**config.mk**
```make
export PLATFORM = sky130hd
export DESIGN_NAME = mm_mac
export DESIGN_NICKNAME = d
export VERILOG_FILES = /design/src/hw/rtl/matrix_multiply_top_defines.svh /design/src/hw/rtl/mm_pkg.sv /design/src/hw/rtl/mm_mac.sv
export SDC_FILE = /design/constraint.sdc
export NUM_CORES = 2
export LEC_CHECK = 0
export BUFFER_PORTS_ARGS = -buffer_cell sky130_fd_sc_hd__buf_2
export CORE_AREA = 3 3 270 272
export DETAILED_ROUTE_END_ITERATION = 6
export DIE_AREA = 0 0 273 275
export PLACE_DENSITY = 0.82
export RECOVER_POWER = 50
export SYNTH_ARGS = -nofsm -noshare
export SYNTH_HDL_FRONTEND = slang
export SYNTH_SLANG_ARGS = --single-unit
```
**constraint.sdc**
```tcl
create_clock -name clock -period 13.7 [get_ports clock]
set_input_delay 0 -clock clock [delete_from_list [all_inputs] [get_ports clock]]
set_output_delay 0 -clock clock [all_outputs]
set_load 0.01 [all_outputs]
```
**src/hw/rtl/matrix_multiply_top_defines.svh**
```systemverilog
// Assertion macros for the matrix multiply block.
// Included by files that carry concurrent assertions; no other dependencies.
`ifndef MATRIX_MULTIPLY_TOP_DEFINES_SVH
`define MATRIX_MULTIPLY_TOP_DEFINES_SVH

// Same-cycle implication, disabled while reset is high.
`define MM_ASSERT_NOW(label, clk, rst, cond, prop) \
   label: assert property (@(posedge clk) disable iff (rst) (cond) |-> (prop)) \
      else $error("matrix multiply check failed");

// Next-cycle implication, disabled while reset is high.
`define MM_ASSERT_NEXT(label, clk, rst, cond, prop) \
   label: assert property (@(posedge clk) disable iff (rst) (cond) |=> (prop)) \
      else $error("matrix multiply check failed");

`endif

```
**src/hw/rtl/mm_pkg.sv**
```systemverilog
// Shared types and constants for the matrix multiply block.
// No dependencies; used by every module of the block except mm_ram.
`default_nettype none

package mm_pkg;

   localparam int IDX_W     = 3;
   localparam int VAL_W     = 32;
   localparam int DIM_W     = 4;
   localparam int ACC_W     = 64;
   localparam int FRAC_BITS = 16;

   localparam logic [1:0] CMD_WRITE_A = 2'd0;
   localparam logic [1:0] CMD_WRITE_B = 2'd1;
   localparam logic [1:0] CMD_START   = 2'd2;

   localparam logic [1:0] REG_ROWS_A     = 2'd0;
   localparam logic [1:0] REG_COMMON_DIM = 2'd1;
   localparam logic [1:0] REG_COLS_B     = 2'd2;

   localparam logic [DIM_W-1:0] DIM_RESET = 4'd8;

   typedef enum logic [1:0] {
      SEQ_IDLE,
      SEQ_RUN,
      SEQ_DRAIN
   } seq_state_type;

   // Effective dimensions after clamping.
   typedef struct packed {
      logic [DIM_W-1:0] nr;
      logic [DIM_W-1:0] nk;
      logic [DIM_W-1:0] nc;
   } dims_type;

   // Tag that travels with one multiply-accumulate slot.
   typedef struct packed {
      logic             valid;
      logic             first;
      logic             lastk;
      logic             zero;
      logic             lastelem;
      logic [IDX_W-1:0] row;
      logic [IDX_W-1:0] col;
   } issue_tag_type;

endpackage

`default_nettype wire

```
**src/hw/rtl/mm_mac.sv**
```systemverilog
// Shared multiply-accumulate unit with scale and saturate on the result register.
// Depends on mm_pkg.
`default_nettype none

module mm_mac (
   input  wire logic                          clock,
   input  wire logic                          reset,
   input  wire mm_pkg::issue_tag_type         tag,
   input  wire logic [mm_pkg::VAL_W-1:0]      a_data,
   input  wire logic [mm_pkg::VAL_W-1:0]      b_data,
   output      logic                          rsp_strobe,
   output      logic [mm_pkg::IDX_W-1:0]      rsp_out_row,
   output      logic [mm_pkg::IDX_W-1:0]      rsp_out_col,
   output      logic signed [mm_pkg::VAL_W-1:0] rsp_product,
   output      logic                          rsp_last
);

   localparam int SAT_LO = mm_pkg::FRAC_BITS + mm_pkg::VAL_W - 1;

   mm_pkg::issue_tag_type s1_tag_ff, s2_tag_ff;
   logic [mm_pkg::ACC_W-1:0] prod_ff, prod_in;
   logic [mm_pkg::ACC_W-1:0] acc_ff, acc_in;
   logic                     acc_done_ff;
   logic                     acc_last_ff;
   logic [mm_pkg::IDX_W-1:0] acc_row_ff, acc_col_ff;
   logic [mm_pkg::VAL_W-1:0] sat_value;
   logic                     fits;

   assign prod_in = s1_tag_ff.zero ? '0 :
                    mm_pkg::ACC_W'($signed(a_data) * $signed(b_data));

   assign acc_in = (s2_tag_ff.first ? '0 : acc_ff) + prod_ff;

   // Fits in 32 bits when the bits above the kept window all match the sign.
   assign fits = (acc_ff[mm_pkg::ACC_W-1:SAT_LO] == '0) ||
                 (acc_ff[mm_pkg::ACC_W-1:SAT_LO] == '1);

   always_comb begin
      if (fits) begin
         sat_value = acc_ff[SAT_LO:mm_pkg::FRAC_BITS];
      end else if (acc_ff[mm_pkg::ACC_W-1]) begin
         sat_value = {1'b1, {(mm_pkg::VAL_W-1){1'b0}}};
      end else begin
         sat_value = {1'b0, {(mm_pkg::VAL_W-1){1'b1}}};
      end
   end

   always_ff @(posedge clock) begin
      if (reset) begin
         s1_tag_ff   <= '0;
         s2_tag_ff   <= '0;
         acc_done_ff <= 1'b0;
         rsp_strobe  <= 1'b0;
      end else begin
         s1_tag_ff   <= tag;
         s2_tag_ff   <= s1_tag_ff;
         acc_done_ff <= s2_tag_ff.valid && s2_tag_ff.lastk;
         rsp_strobe  <= acc_done_ff;
      end
      prod_ff <= prod_in;
      if (s2_tag_ff.valid) begin
         acc_ff      <= acc_in;
         acc_row_ff  <= s2_tag_ff.row;
         acc_col_ff  <= s2_tag_ff.col;
         acc_last_ff <= s2_tag_ff.lastelem;
      end
      rsp_out_row <= acc_row_ff;
      rsp_out_col <= acc_col_ff;
      rsp_product <= sat_value;
      rsp_last    <= acc_last_ff;
   end

endmodule

`default_nettype wire

```
# After elaboration in Yosys (flattened, before gate mapping)
# Index checks and enable logic that the tools add are counted.
dict set report op_classes {
  addsub 1
  multipliers 1
  div_mod_pow 0
  magnitude_cmp 0
  n_eq_ne 1
  shifts 0
  mux 3
  bitwise 0
  n_reduce_logical 3
}
# operator n
set op_table {}
lappend op_table {{$add 64x64->64} 1}
lappend op_table {{$mul 32x32->64} 1}
lappend op_table {{$mux 32} 2}
lappend op_table {{$mux 64} 1}
lappend op_table {{$eq 17x17->1 const B} 1}
lappend op_table {{$logic_not 17->1} 1}
lappend op_table {{$logic_and 1x1->1} 1}
lappend op_table {{$logic_or 1x1->1} 1}
dict set report totals {
  regBits 197
  latch_bits 0
  mem_bits_rw 0
  mem_bits_ro 0
  input_bits 77
  out_inout_bits 40
  memories 0
}

# Depth between registers and ports, before layout
dict set report logic_depth {
  depth_word 3
  ltp_mapped 30
  depth_no_buf 28
}

# Worst setup path after synthesis
# Ideal clock, no wire load.
dict set report synth_path {
  path_kind {input port to flip-flop}
  from {in b_data[2] (netlist bit)}
  to {reg prod_ff[61] (netlist bit)}
  arrival_time_ps 7512
  required_ps 13577
  setup_slack_ps 6065
  cell_stages 29
  n_path_buf 2
  cell_sequence {clkbuf_1 > nand2_1 > inv_1 > fa_1 > inv_1 > fa_1 > inv_1 > fa_1 > fa_1 > inv_1 > fa_1 > inv_1 > fa_1 > inv_1 > fa_1 > inv_1 > fa_1 > ha_1 > buf_4 > a21oi_1 > nor2b_1 > o21ai_0 > nand2b_1 > a21o_1 > a221o_1 > a21o_1 > a21oi_1 > o21a_1 > mux2_1}
}
dict set report synth_between {
  elab_chain_cells 1
}
# item line
set synth_rtl {}
lappend synth_rtl {{from (decl)} mm_mac.sv:10} ;# input wire logic [mm_pkg::VAL_W-1:0] b_data,
lappend synth_rtl {{$mul 32x32->64} mm_mac.sv:30} ;# mm_pkg::ACC_W'($signed(a_data) * $signed(b_data));
lappend synth_rtl {{to (signal assigned)} mm_mac.sv:60} ;# prod_ff <= prod_in;
lappend synth_rtl {{to (decl)} mm_mac.sv:21} ;# logic [mm_pkg::ACC_W-1:0] prod_ff, prod_in;
# Every way passes these cells.
# A chain may end at the register's enable or synchronous reset.

# Worst setup path after layout
dict set report layout_path {
  from {in b_data[2] (netlist bit)}
  to {reg prod_ff[63] (netlist bit)}
}
# Same word-level chain as after synthesis.

==> metrics.cfg <==
[status]
status = finished, violations left
violations = max-capacitance violations, max-slew violations

[global_routing]
grt_first_pass_wirelength_um = 187300
grt_pass1_vias = 36823
grt_max_degree = 72
antenna_found_initial = 7
grt-ovfl-total = 0
grt_usage = 0.3171

[place]
gp_congestion = 0.9268
dpl.hpwl_um = 89430
port_buffers = 116

[critical_path]
setup.worst_path.class = in2reg
worstPathRequired_ps = 14100
crit_fanout = 32
worst_setup_path_end_kind = flop
rrSetupSlack_ps = 7320
critPathLaunchType = primary input
ff2ff_path_depth = 12
cp.arrival_ps = 8630

[clock_network]
ctsResizeCount = 0
cts.sinks = 197
cts_setup_buffers = 0
root_buffer = clkbuf_16
numCtsBuffers = 17
clk_latency_ps = 460
clock_path_buffers = 2
path_clk_slew_ps = 80
cts_tree = yes
htreeDepth = 4

[detailed_routing]
drt_pass1_iterations = 5
drt_wl_total_um = 111700
wl_per_cell_um = 19.47
ant_nets = 0
drc = 0
vias_per_cell = 5.763
vias = 33071
initialDrtViolationCount = 2267

[floorplanning]
die_x_um = 273
io_pins = 117
die_h_um = 275
core-area_um2 = 71000
rows = 98
start_util = 0.6462
dieArea_um2 = 75080

[cells_and_area]
layout_commonest_cell = fa_1
postLayoutCoreUtil = 0.6692
finalNetCount = 6176
final_cell_mix = fa_1 (1083), inv_1 (1003), nand2_1 (568)
area_delta_synth_final_pct = 3.548
layout-drive-gt1-share = 0.02949
fillCellCount = 5456

[timing]
fin_tns_setup_ps = 0
fin_skew_ps = 14.71
final_max_slew_viol_count = 209
relSlewSlack = -1.779
setup_violations = 0
finalCriticalPeriod_ps = 8226
finalHoldViolCount = 0
period_share = 0.6005
timing.fmax_mhz = 121.6
tightest_slew_ps = 4169
rsz0062_at_grt = false

[logic_synthesis]
synth_seq_cells = 197
syn-num-nets = 6273
ys_seq_area_frac = 0.1014
async_reset_ff_frac = 0
avgSynthCellArea_um2 = 9.429
synthCells = 4866
syn_area_um2 = 45880
yosys_warnings = 0
synth_edf_count = 71
synthFlopType = dfxtp_1
synthDistinctLibCells = 77

[worst_hold_path]
hold_path_depth = 3
min_path_type = in2reg

[run]
max_cap_violations = 3

[critical path, cell delays in order]
cell,delay [ps]
buf_2,510
nand2_1,200
inv_1,170
fa_1,420
inv_1,140
fa_1,440
inv_1,140
fa_1,700
fa_1,970
inv_1,390
fa_1,580
inv_1,50
fa_1,530
inv_1,50
fa_1,470
inv_1,60
fa_1,450
ha_1,400
a21oi_1,240
o21ai_0,200
a21o_1,210
a21oi_1,130
o21ai_0,150
a221o_1,380
a21o_1,200
a311o_1,320
nand4_1,80
[through the flow]
stage	hold slack, ps	std cells	setup slack, ps	cell area (um^2)
finish	134.9	5739	5474	47510
global route	131.9	5735	4895	47500
CTS	111.6	5732	5548	47560
detailed placement	213.8	5677	5096	46730
global placement	209.2	5677	5290	46730
floorplan	71.61	4866	6065	45880
[metal layers]
layer | up-vias | wire (um) | GRT usage
li1 | 14337 | - | -
met1 | 16793 | 39110 | 0.3705
met2 | 1478 | 56830 | 0.5614
met3 | 461 | 8034 | 0.04649
met4 | 2 | 7753 | 0.1813
met5 | - | 15 | 0
[path summary, 6_finish.rpt]
check           startpoint              to
max              b_data[2]     prod_ff[63]
max reg2reg   s2_tag_ff[9]      acc_ff[63]
min reg2reg  acc_row_ff[0]  rsp_out_row[0]
min              b_data[0]      prod_ff[0]
[synthesized netlist by cell type (32+ instances only)]
| cell type | count | area (um^2) |
|---|---|---|
| clkbuf_1 | 251 | 942.2 |
| nor2b_1 | 110 | 688.2 |
| nand2_1 | 568 | 2132 |
| ha_1 | 247 | 3090 |
| and2_1 | 508 | 3178 |
| xnor2_1 | 84 | 735.7 |
| inv_1 | 1003 | 3765 |
| o21ai_0 | 63 | 315.3 |
| fa_1 | 1083 | 21680 |
| nand4_1 | 32 | 200.2 |
| dfxtp_1 | 126 | 2522 |
| xor2_1 | 44 | 385.4 |
| edfxtp_1 | 71 | 2132 |
| a21oi_1 | 127 | 635.6 |
| nor2_1 | 144 | 540.5 |
| a21o_1 | 107 | 803.3 |
[flip-flops by register name (all words and copies together), names as in the netlist]
| name | count |
|---|---|
| acc_col_ff | 3 |
| acc_done_ff | 1 |
| acc_ff | 64 |
| acc_last_ff | 1 |
| acc_row_ff | 3 |
| prod_ff | 64 |
| rsp_last | 1 |
| rsp_out_col | 3 |
| rsp_out_row | 3 |
| rsp_product | 32 |
| rsp_strobe | 1 |
| s1_tag_ff | 11 |
| s2_tag_ff | 10 |
[cells by family (layout without fill, tap and decap cells)]
kind of cell,after synthesis,count (layout),share of synthesized area
AND/OR/NAND/NOR,1479,1479,0.1621
adder cells (fa/ha/maj),1330,1330,0.5399
buffers and inverters,1269,1185,0.1043
AO/OA/AOI/OAI,459,459,0.06671
flip-flops,197,197,0.1014
XOR/XNOR,128,128,0.02443
multiplexers,4,4,0.001063
other,0,7,0
[final cells by class]
cell class,instances,area [um^2],area share
clock buffers,18,439.2,0.009244
diodes,7,17.52,0.0003687
multi-input cells,3400,36460,0.7673
flip-flops and latches,197,4656,0.09800
inverters,1003,3765,0.07925
repair buffers,150,827.0,0.01741
well taps,950,1189,0.02502
clock inverters,14,160.2,0.003371
[what timing repair did]
action | in CTS | in global routing
hold endpoints to repair | 23 | 0
setup endpoints to repair | 0 | 0
hold buffers | 23 | 0
Power is left out: the tool's default activity adds up to more than one toggle a clock period on the data nets, which glitch-free logic cannot reach.
