File: src/hw/rtl/matrix_multiply_top_defines.svh
// Assertion macros for the matrix multiply block.
// Included by files that carry concurrent assertions; no other dependencies.
`ifndef MATRIX_MULTIPLY_TOP_DEFINES_SVH
`define MATRIX_MULTIPLY_TOP_DEFINES_SVH

// Same-cycle implication, disabled while reset is high.
`define MM_ASSERT_NOW(label, clk, rst, cond, prop) \
   label: assert property (@(posedge clk) disable iff (rst) (cond) |-> (prop)) \
      else $error("matrix multiply check failed");

// Next-cycle implication, disabled while reset is high.
`define MM_ASSERT_NEXT(label, clk, rst, cond, prop) \
   label: assert property (@(posedge clk) disable iff (rst) (cond) |=> (prop)) \
      else $error("matrix multiply check failed");

`endif

File: src/hw/rtl/mm_pkg.sv
// Shared types and constants for the matrix multiply block.
// No dependencies; used by every module of the block except mm_ram.
`default_nettype none

package mm_pkg;

   localparam int IDX_W     = 3;
   localparam int VAL_W     = 32;
   localparam int DIM_W     = 4;
   localparam int ACC_W     = 64;
   localparam int FRAC_BITS = 16;

   localparam logic [1:0] CMD_WRITE_A = 2'd0;
   localparam logic [1:0] CMD_WRITE_B = 2'd1;
   localparam logic [1:0] CMD_START   = 2'd2;

   localparam logic [1:0] REG_ROWS_A     = 2'd0;
   localparam logic [1:0] REG_COMMON_DIM = 2'd1;
   localparam logic [1:0] REG_COLS_B     = 2'd2;

   localparam logic [DIM_W-1:0] DIM_RESET = 4'd8;

   typedef enum logic [1:0] {
      SEQ_IDLE,
      SEQ_RUN,
      SEQ_DRAIN
   } seq_state_type;

   // Effective dimensions after clamping.
   typedef struct packed {
      logic [DIM_W-1:0] nr;
      logic [DIM_W-1:0] nk;
      logic [DIM_W-1:0] nc;
   } dims_type;

   // Tag that travels with one multiply-accumulate slot.
   typedef struct packed {
      logic             valid;
      logic             first;
      logic             lastk;
      logic             zero;
      logic             lastelem;
      logic [IDX_W-1:0] row;
      logic [IDX_W-1:0] col;
   } issue_tag_type;

endpackage

`default_nettype wire

File: src/hw/rtl/mm_seq.sv
// Index sequencer: walks row, column and inner index, issues RAM reads and tags.
// Depends on mm_pkg.
`default_nettype none

module mm_seq #(
   parameter int DIM = 8
) (
   input  wire logic                          clock,
   input  wire logic                          reset,
   input  wire logic                          go,
   input  wire mm_pkg::dims_type              dims,
   input  wire logic                          drain_done,
   output      logic                          busy,
   output      mm_pkg::issue_tag_type         tag,
   output      logic [$clog2(DIM*DIM)-1:0]    rd_addr_a,
   output      logic [$clog2(DIM*DIM)-1:0]    rd_addr_b
);

   localparam int AW = $clog2(DIM*DIM);

   mm_pkg::seq_state_type state_ff, state_in;
   logic [mm_pkg::IDX_W-1:0] r_ff, r_in;
   logic [mm_pkg::IDX_W-1:0] c_ff, c_in;
   logic [mm_pkg::IDX_W-1:0] k_ff, k_in;

   logic at_lastk, at_lastc, at_lastr, empty_job;

   assign at_lastk  = (dims.nk == '0) ||
                      ((mm_pkg::DIM_W'(k_ff) + mm_pkg::DIM_W'(1)) == dims.nk);
   assign at_lastc  = (mm_pkg::DIM_W'(c_ff) + mm_pkg::DIM_W'(1)) == dims.nc;
   assign at_lastr  = (mm_pkg::DIM_W'(r_ff) + mm_pkg::DIM_W'(1)) == dims.nr;
   assign empty_job = (dims.nr == '0) || (dims.nc == '0);

   // Next state.
   always_comb begin
      state_in = state_ff;
      case (state_ff)
         mm_pkg::SEQ_IDLE: begin
            if (go && !empty_job) begin
               state_in = mm_pkg::SEQ_RUN;
            end
         end
         mm_pkg::SEQ_RUN: begin
            if (at_lastk && at_lastc && at_lastr) begin
               state_in = mm_pkg::SEQ_DRAIN;
            end
         end
         mm_pkg::SEQ_DRAIN: begin
            if (drain_done) begin
               state_in = mm_pkg::SEQ_IDLE;
            end
         end
         default: state_in = mm_pkg::SEQ_IDLE;
      endcase
   end

   // Outputs and counters.
   always_comb begin
      r_in = r_ff;
      c_in = c_ff;
      k_in = k_ff;
      tag  = '0;
      busy = (state_ff != mm_pkg::SEQ_IDLE);
      case (state_ff)
         mm_pkg::SEQ_IDLE: begin
            r_in = '0;
            c_in = '0;
            k_in = '0;
         end
         mm_pkg::SEQ_RUN: begin
            tag.valid    = 1'b1;
            tag.first    = (k_ff == '0);
            tag.lastk    = at_lastk;
            tag.zero     = (dims.nk == '0);
            tag.lastelem = at_lastc && at_lastr;
            tag.row      = r_ff;
            tag.col      = c_ff;
            if (at_lastk) begin
               k_in = '0;
               if (at_lastc) begin
                  c_in = '0;
                  r_in = r_ff + 1'b1;
               end else begin
                  c_in = c_ff + 1'b1;
               end
            end else begin
               k_in = k_ff + 1'b1;
            end
         end
         mm_pkg::SEQ_DRAIN: begin
         end
         default: begin
         end
      endcase
   end

   assign rd_addr_a = AW'(r_ff) * AW'(DIM) + AW'(k_ff);
   assign rd_addr_b = AW'(k_ff) * AW'(DIM) + AW'(c_ff);

   always_ff @(posedge clock) begin
      if (reset) begin
         state_ff <= mm_pkg::SEQ_IDLE;
      end else begin
         state_ff <= state_in;
      end
      r_ff <= r_in;
      c_ff <= c_in;
      k_ff <= k_in;
   end

endmodule

`default_nettype wire

File: config.mk
export PLATFORM = sky130hd
export DESIGN_NAME = mm_seq
export DESIGN_NICKNAME = d
export VERILOG_FILES = /design/src/hw/rtl/matrix_multiply_top_defines.svh /design/src/hw/rtl/mm_pkg.sv /design/src/hw/rtl/mm_seq.sv
export SDC_FILE = /design/constraint.sdc
export NUM_CORES = 1
export LEC_CHECK = 0
export ABC_AREA = 1
export BUFFER_PORTS_ARGS = -buffer_cell sky130_fd_sc_hd__buf_2
export CORE_AREA = 2 2 57 59
export CTS_CLUSTER_SIZE = 30
export DETAILED_ROUTE_END_ITERATION = 10
export DIE_AREA = 0 0 59 61
export HOLD_SLACK_MARGIN = 0.06
export SYNTH_ARGS = -nofsm -noshare
export SYNTH_HDL_FRONTEND = slang
export SYNTH_SLANG_ARGS = --single-unit
File: constraint.sdc
create_clock -name clock -period 5.48 [get_ports clock]
set_clock_uncertainty 0.1 [all_clocks]
set_input_delay 1.37 -clock clock [delete_from_list [all_inputs] [get_ports clock]]
set_output_delay 1.37 -clock clock [all_outputs]
set_load 0.01 [all_outputs]
-- Yosys cells after proc, flatten, opt, wreduce, memory -nomap -nowiden
Index checks and enable logic that the tools add are counted.
- equal/unequal tests: 10
- reduce and logical (&&, ||, !) cells: 17
- multiplexer cells: 13
- $add $sub $neg: 8
- operator list (kind ; count):
    case mux 3 bit (2 select lines) ; 3
    two-way mux 3 bit ; 5
    adder 3 x 1 -> 4 bit, second input constant ; 3
    adder 6 x 3 -> 6 bit ; 2
    == test 4 bit ; 3
    logical NOT 4 bit ; 3
    two-way mux 11 bit ; 1
    inequality test 2 bit, second input constant ; 5
    adder 3 x 1 -> 3 bit, second input constant ; 3
    two-way mux 2 bit ; 3
    case mux 2 bit (3 select lines) ; 1
    AND reduction 3 bit ; 2
    logical AND 1 bit ; 4
    nonzero test 2 bit ; 2
    logical NOT 3 bit ; 1
    == test 2 x 1 -> 1 bit, second input constant ; 1
    == test 2 bit, second input constant ; 1
    logical NOT 2 bit ; 1
    logical OR 1 bit ; 2
    AND reduction 2 bit ; 1
    logical NOT 1 bit ; 1
- logic and storage cells: 52
- register bits: 11
- output and inout port bits: 24
- input bits: 16

-- Longest topological paths before layout
Gate-level depths: netlist of the first run.
- depth after elaboration: 7
- depth in mapped cells: 13
- depth with buffers taken out: 13

-- Worst setup path before layout of the first run
OpenSTA, ideal clock, no wires.
- kind: in2out
- start: in dims[1] (netlist bit)
- end: out tag[6] (netlist bit)
- arrival: 1960 ps
- path slack: 2050 ps
- path buffers: 0
- stages on the path: 8
- required time: 4010 ps
- cells stage by stage: inv_1 nand2_1 nand2_1 nor2_2 nand3_2 inv_1 nand2_1 nor2_1
- RTL lines (item ; line ; RTL):
    from (decl) ; mm_seq.sv:11 ; input wire mm_pkg::dims_type dims,
    to (decl) ; mm_seq.sv:14 ; output mm_pkg::issue_tag_type tag,

==> impl_metrics.tcl, run 1 <==
set metrics [dict create \
    die_w_um 59 \
    cts_tree "done" \
    die-area_mm2 0.00360 \
    synth_seq_area_share 0.305 \
    criticalPathCategory "in2out" \
    worstPathRequired_ps 4010 \
    endpoint "tag[6]" \
    ys_types 18 \
    cp-start-kind "primary input" \
    ioPinCount 40 \
    syn_area_mm2 0.00102 \
    period_minus_slack_ps 3660 \
    dr.pass1.iters 4 \
    postRouteAntennaNets 0 \
    drv_slew 0 \
    hold_buffers 0 \
    final_util 0.422 \
    rows 20 \
    antenna_found_initial 0 \
    synth_commonest_cells "nand2_1, inv_1, nor2_1" \
    synth_compound_area_frac 0.0246 \
    area_growth_pct 22.4 \
    crit_start "dims[1]" \
    root_buffer "clkbuf_4" \
    grt_max_degree 14 \
    synth_most_common_cell "nand2_1" \
    io_buffers 39 \
    dieHeight_um 61 \
    synth-edff-count 9 \
    yosysWarnings 0 \
    period_share 0.668 \
    fin_ws_ps 1820 \
    grt_pass1_vias 936 \
    ir_worst_vdd_uv 118 \
    nets 220 \
    setup-violations-final 0 \
    worst_ep_arrival_time_ps 2190 \
    end_kind "output pin" \
    synth_flop_cell "edfxtp_1" \
    final_cells 232 \
    clockBufferDepth 2 \
    maxCapViolations 0 \
    drc 0 \
    hpwlAfterDp_um 1800 \
    dp_slack_ps 1790 \
    grt.total_usage 0.141 \
    hp-class "reg2reg" \
    synth_xor_area_frac 0 \
    avgSynthCellArea_um2 6.32 \
    grt_setup_unrepaired "no" \
    cts_resized 0 \
    antennaDiodeCount 0 \
    synth_fp_nets 181 \
    avgRoutedWirePerCell_um 9.31 \
    rr_endpoint "c_ff[1]" \
    slew_headroom 0.726 \
    postCtsSetupRepairBufs 0 \
    synthTopCellsByArea "edfxtp_1, nand2_1, inv_1" \
    syn_inst 161 \
    clk_pin_slew_ps 70 \
    synth_simple_gate_area_share 0.446 \
    drtIter0Drc 61 \
    drive_above_1_share 0.302 \
    synth_top_family_by_area "simple AND/OR/NAND/NOR gates" \
    max_slew.worst_pin.slew_ps 411 \
    synth_top_area_share 0.266 \
    coreArea_mm2 0.00295 \
    powerDensity_mw_per_mm2 252 \
    crit_fanout 3 \
    r2r_slack_ps 3460 \
    gr-total-overflow 0 \
    synthMuxAreaShare 0 \
    r2r_start "k_ff[0]" \
    worst_hold_slack_ps 523 \
    cts_htree_levels 1 \
    grt_pass1_wl_um 3940 \
    yosysTopAreaCell "edfxtp_1" \
    status "completed" \
    p_leak_uw 0.000752 \
    dpl.cell_count 228 \
    initial_core_util 0.344 \
    via_per_inst 4.47 \
    clkLatencyLatePin_ps 260 \
    numCtsBuffers 3 \
    fill_cells 330 \
    reg2reg_depth 12 \
    gp_congestion 0.804 \
    synth_async_sr_flop_share 0 \
    yosys_register_bits 11 \
    drt-total-wl_um 2160 \
    tns_ps 0 \
    num_vias 1038 \
    synth_fa_ha_area_frac 0.0492 \
    cts_sinks 11 \
    fmax_ghz 0.273 \
    hold_violations 0 \
]
metrics by stage:
stage          instance area, um^2  power (uW)
6_report                      1240         313
5_1_grt                       1240         348
4_1_cts                       1240         318
3_5_place_dp                  1220         262
3_3_place_gp                  1220         263
2_1_floorplan                 1020         222
area by class of cell:
type	count	area (um^2)	share of cell area
clock buffer	4	26.3	0.0211
tap	33	41.3	0.0332
timing repair buffer	39	195	0.157
sequential	11	310	0.249
multi-input combinational	107	529	0.425
inverter	38	143	0.115
worst max-delay path, cell delays in order:
cell and delay (ps):
buf_2 90, inv_1 40, nand2_1 50, nand2_1 70, nor2_2 110, nand3_2 90, inv_1 60, nand2_1 60
nor2_1 100, buf_2 140
cells by family (layout without fill, tap and decap cells):
group / Yosys count / in the layout
AOI/OAI and AO/OA: 5 / 5
adders and majority gates: 4 / 4
buffers and inverters: 43 / 81
DFF: 11 / 11
and+or+nand+nor: 98 / 98
sequential cells by signal, indices dropped and copies added, names as in the netlist:
name,cells
state_ff,2
r_ff,3
k_ff,3
c_ff,3
power breakdown:
group,total [uW],internal [uW],switching [uW]
combinational,132,51.6,80.9
clock,54.6,28.1,26.5
sequential,126,107,19.1
total,313,187,126
cell usage in the layout, fill, tap and decap left out, drive strengths merged:
cell,Yosys,final
nand3b,1,1
ha,4,4
nand2,50,50
edfxtp,9,9
nand3,14,14
dfxtp,2,2
a21oi,5,5
buf,5,39
inv,38,38
nor2,25,25
clkbuf,0,4
nand4,8,8
per-layer routing:
| layer | vias up | GRT usage | part of all wire | wire length (um) |
|---|---|---|---|---|
| li1 | 569 | - | - | - |
| met1 | 450 | 0.201 | 0.51 | 1100 |
| met2 | 17 | 0.219 | 0.45 | 978 |
| met3 | 2 | 0.0320 | 0.034 | 74 |
| met4 | 0 | 0.0292 | 0.0046 | 10 |
| met5 | - | 0 | 0 | 0 |
how the worst min path moves through the flow:
stage                 from           to  slack (ps)  depth (start not counted)
2_1_floorplan  state_ff[1]  state_ff[1]         470                          2
3_3_place_gp   state_ff[1]  state_ff[1]         510                          2
3_5_place_dp   state_ff[1]  state_ff[1]         520                          2
4_1_cts        state_ff[1]  state_ff[1]         520                          2
5_1_grt        state_ff[1]  state_ff[1]         560                          2
6_report       state_ff[1]  state_ff[1]         520                          2
Power figures use the tool's default switching activity.
==> inputs of run 2 (changes only) <==
==> constraint.sdc (replaced) <==
create_clock -name clock -period 3.5 [get_ports clock]
set_clock_uncertainty 0.1 [all_clocks]
set_input_delay 0.875 -clock clock [delete_from_list [all_inputs] [get_ports clock]]
set_output_delay 0.875 -clock clock [all_outputs]
set_load 0.01 [all_outputs]
==> run 2 against run 1 <==
Against the previous run:
- routed wire length is 2.2% higher
- sequential share of layout area about the same
- final cell count stayed put
- clock power is 53% higher
- setup slack got worse by 1100 ps
- die area unchanged
- sequential power increased by 57%
- core utilization barely moved
- clock-buffer cell count is 1 lower
- total power up 56%
- first-iteration DRC count down 30%
- hold slack worse by 9.2 ps
- critical endpoint unchanged
==> impl_metrics.tcl, run 2 (same netlist as run 1, synthesis figures left out) <==
set metrics [dict create \
    top_regs "c_ff (3), k_ff (3), r_ff (3)" \
    layout_common_cells "nand2_1, buf_2, inv_1" \
    hold_violations 0 \
    grt_setup_unrepaired "no" \
    grt.total_usage 0.137 \
    design_area_mm2 0.00125 \
    worst_ep_arrival_time_ps 1860 \
    rr_endpoint "r_ff[0]" \
    worstHoldStart "state_ff[1]" \
    drtIter0Drc 43 \
    status "completed" \
    period_share 0.809 \
    crit_fanout 7 \
    clk_pin_slew_ps 70 \
    antenna_found_initial 0 \
    postCtsSetupRepairBufs 0 \
    avgRoutedWirePerCell_um 9.52 \
    cts_tree "done" \
    powerDensity_mw_per_mm2 393 \
    clkLatencyLatePin_ps 270 \
    gr-total-overflow 0 \
    dieHeight_um 61 \
    slew_headroom 0.720 \
    dpl.cell_count 228 \
    p_leak_uw 0.000755 \
    reg2reg_depth 9 \
    place_area_mm2 0.00122 \
    worstPathRequired_ps 2520 \
    maxCapViolations 0 \
    initial_core_util 0.344 \
    dr.pass1.iters 4 \
    antennaDiodeCount 0 \
    ir_worst_vdd_uv 312 \
    hp-class "reg2reg" \
    whs_endpoint "state_ff[1]" \
    end_kind "output pin" \
    fmax_ghz 0.353 \
    drc 0 \
    holdPathStages 2 \
    num_vias 1032 \
    gp_congestion 0.804 \
    criticalPathCategory "reg2out" \
    coreArea_mm2 0.00295 \
    final_common_cell "nand2_1" \
    clockBufferDepth 2 \
    period_minus_slack_ps 2830 \
    max_slew.worst_pin.slew_ps 419 \
    cts_htree_levels 1 \
    grt_pass1_wl_um 3820 \
    r2r_slack_ps 1480 \
    grt_pass1_vias 893 \
    rows 20 \
    root_buffer "clkbuf_4" \
    io_buffers 39 \
    hold_buffers 0 \
    tns_ps 0 \
    ioPinCount 40 \
    die_w_um 59 \
    drt-total-wl_um 2210 \
    cts_resized 0 \
    fin_ws_ps 669 \
    drive_above_1_share 0.307 \
    final_util 0.422 \
    numCtsBuffers 3 \
    area_growth_pct 22.5 \
    via_per_inst 4.45 \
    setup-violations-final 0 \
    hpwlAfterDp_um 1810 \
    final_cells 232 \
    cts_sinks 11 \
    die-area_mm2 0.00360 \
    nets 220 \
    r2r_start "c_ff[0]" \
    postRouteAntennaNets 0 \
    dp_slack_ps 807 \
    crit_start "c_ff[0]" \
    drv_slew 0 \
    cp-start-kind "flop" \
    grt_max_degree 14 \
]
-- run 2: cell types whose count changed in the layout (fill, tap and decap cells not counted), sizes merged --
cell,previous run,this run
clkbuf,4,3
clkinv,0,1
-- run 2: power breakdown --
part	internal, uW	switching, uW	total, uW	leakage [uW]
combinational	80.7	128	209	0.000622
sequential	168	29.6	198	0.000116
clock	42.3	41.3	83.6	0.0000177
-- run 2: metrics by stage --
step           power [uW]  hold WS (ps)
5_1_grt               540           561
3_5_place_dp          411           510
4_1_cts               496           521
3_3_place_gp          412           513
6_report              490           514
2_1_floorplan         347           474
-- run 2: worst max path at each step --
| stage | end | cells after the start |
|---|---|---|
| after floorplan | tag[6] | 8 |
| after global placement | tag[6] | 10 |
| after detailed placement | tag[6] | 10 |
| after CTS | tag[6] | 10 |
| after global routing | tag[8] | 11 |
| final | tag[6] | 10 |
-- run 2: layout make-up --
cell class | instances | area [um^2]
clock inverters | 1 | 5.00
flip-flops and latches | 11 | 310
fillers | 329 | 1710
repair buffers | 39 | 195
inverters | 38 | 143
clock buffers | 3 | 22.5
well taps | 33 | 41.3
multi-input cells | 107 | 529
-- run 2: critical path: stages, from the launching register on --
cell and delay, ps:
edfxtp_1 490, ha_1 350, inv_1 60, nand2_1 50, nand2_1 70, nor2_2 110
nand3_2 100, inv_1 60, nand2_1 60, nor2_1 100, buf_2 140
-- run 2: metal layers --
metal | vias to the layer above | global-route usage | routed length [um]
li1 | 567 | - | -
met1 | 444 | 0.186 | 1090
met3 | 2 | 0.0320 | 87
met4 | 0 | 0.0195 | 8
met5 | - | 0 | 0
met2 | 19 | 0.227 | 1020
==> inputs of run 3 (changes only) <==
==> constraint.sdc (replaced) <==
create_clock -name clock -period 2.6 [get_ports clock]
set_clock_uncertainty 0.1 [all_clocks]
set_input_delay 0.65 -clock clock [delete_from_list [all_inputs] [get_ports clock]]
set_output_delay 0.65 -clock clock [all_outputs]
set_load 0.01 [all_outputs]
==> run 3 against run 2 <==
Against the previous run:
- hold slack worse by 68 ps
- die area unchanged
- clock power up 36%
- core utilization up 3.9 points
- non-clock buffer count grew 10
- sequential share of layout area decreased by 2.1 points
- final cell count up 4.3%
- sequential power up 31%
- clock-buffer cell count is 1 higher
- combinational power grew 71%
- critical path type unchanged
- highest routed layer unchanged
==> impl_metrics.tcl, run 3 (same netlist as run 1, synthesis figures left out) <==
set metrics [dict create \
    status "completed" \
    intPower_uw 443 \
    holdPathStages 2 \
    r2r_slack_ps 670 \
    hpwlAfterDp_um 1850 \
    period_minus_slack_ps 2520 \
    antennaDiodeCount 0 \
    crit_fanout 3 \
    antenna_found_initial 0 \
    die_w_um 59 \
    cp-start-kind "flop" \
    rr_endpoint "r_ff[0]" \
    grt_setup_unrepaired "yes" \
    cts_tree "done" \
    worstPathRequired_ps 1850 \
    gr-total-overflow 0 \
    cts_sinks 11 \
    clk_pin_slew_ps 70 \
    fin_ws_ps 77.4 \
    path_cells "ha_4 > inv_1 > nand2_1 > nand2_1 > nor2_2 > nand3_2 > inv_1 > nand2_1 > nor2_1 > buf_2" \
    drtIter0Drc 53 \
    drt-total-wl_um 2480 \
    cpPeakStageDelay_ps 450 \
    cts_htree_levels 1 \
    cpMostUsedCell "nand2_1" \
    avgRoutedWirePerCell_um 10.3 \
    die-area_mm2 0.00360 \
    path_delay_family "simple AND/OR/NAND/NOR gates" \
    seqPwrFrac 0.355 \
    layout_common_cells "nand2_1, buf_2, inv_1" \
    clockBufferDepth 2 \
    rows 20 \
    io_buffers 39 \
    p_leak_uw 0.000799 \
    clkLatencyLatePin_ps 270 \
    nets 230 \
    dr.pass1.iters 4 \
    drv_slew 0 \
    worstSetupPathDepth 10 \
    ioPinCount 40 \
    worst-path-buf-inv 3 \
    criticalPathCategory "reg2out" \
    grt_pass1_wl_um 3860 \
    top_regs "c_ff (3), k_ff (3), r_ff (3)" \
    dieHeight_um 61 \
    final_common_cell "nand2_1" \
    power_frac_comb 0.489 \
    clkPwrFrac 0.156 \
    crit_slowest_cell "edfxtp_1" \
    drive_above_1_share 0.359 \
    area_growth_pct 33.9 \
    initial_core_util 0.344 \
    period_share 0.970 \
    reg2reg_depth 9 \
    gp_congestion 0.789 \
    switchingPower_uw 289 \
    final_cells 242 \
    maxCapViolations 0 \
    ir_worst_vdd_uv 296 \
    setup-violations-final 0 \
    worstHoldStart "reset" \
    whs_endpoint "state_ff[1]" \
    worst_ep_arrival_time_ps 1770 \
    dpl.cell_count 228 \
    r2r_start "c_ff[1]" \
    slew_headroom 0.714 \
    fmax_ghz 0.396 \
    via_per_inst 4.56 \
    coreArea_mm2 0.00295 \
    max_slew.worst_pin.slew_ps 428 \
    grt_max_degree 14 \
    grt.total_usage 0.141 \
    root_buffer "clkbuf_4" \
    dp_slack_ps 264 \
    drc 0 \
    postRouteAntennaNets 0 \
    powerDensity_mw_per_mm2 537 \
    hold_violations 0 \
    num_vias 1103 \
    sw_frac_of_total 0.395 \
    numCtsBuffers 3 \
    grt_pass1_vias 909 \
    end_kind "output pin" \
    hp-class "in2reg" \
]
run 3: cell types whose count changed in the layout (fill, tap and decap cells not counted):
cell      delta
ha_4         +3
nor2_2       +1
clkinv_2     -1
ha_2         +1
buf_4       +10
clkbuf_1     +1
nor2_1       -1
ha_1         -4
run 3: worst register-to-register path: stages (launching register included):
cell	delay (ps)
edfxtp_1	450
ha_4	300
inv_1	50
nand2_1	50
nand2_1	50
nor2_2	110
nand3_2	100
nand2_1	140
nand2_1	80
nor2_2	190
run 3: how the worst max path moves through the flow:
stage / startpoint / to / slack, ps
final: c_ff[1] / tag[6] / 80
after global routing: k_ff[0] / tag[8] / -20
after CTS: r_ff[1] / tag[6] / 20
after detailed placement: c_ff[0] / tag[6] / 260
after global placement: c_ff[0] / tag[6] / 270
after floorplan: c_ff[0] / tag[6] / 420
run 3: final cells by class:
type | count | area, um^2
clock buffer | 4 | 26.3
fill | 309 | 1590
inverter | 38 | 143
multi-input combinational | 107 | 572
sequential | 11 | 310
tap | 33 | 41.3
timing repair buffer | 49 | 270
run 3: power by group through the flow:
stage	logic, uW	clock network, uW	registers (uW)
finish	358	114	260
global route	405	123	263
CTS	302	119	259
detailed placement	282	0	271
global placement	282	0	272
floorplan	192	0	275
run 3: timing repair:
item	4_1_cts	5_1_grt
buffers inserted	2	8
hold endpoints to repair	0	0
setup endpoints to repair	1	2
hold buffers	0	0
gates resized for setup	0	5
pin swaps	0	2
run 3: per-layer routing:
metal	share of wire	global-route usage	vias to the layer above
li1	-	-	587
met1	0.47	0.194	486
met2	0.47	0.221	28
met3	0.051	0.0341	2
met4	0.0068	0.0390	0
met5	0	0	-
run 3: stage by stage:
| step | util | hold slack, ps | total power, uW | instance area, um^2 | setup TNS, ps |
|---|---|---|---|---|---|
| floorplan | - | 474 | 467 | 1020 | 0 |
| global placement | 0.413 | 512 | 554 | 1220 | 0 |
| detailed placement | 0.413 | 505 | 553 | 1220 | 0 |
| CTS | 0.427 | 438 | 680 | 1260 | 0 |
| global route | 0.461 | 442 | 791 | 1360 | -32.9 |
| finish | 0.461 | 446 | 731 | 1360 | 0 |
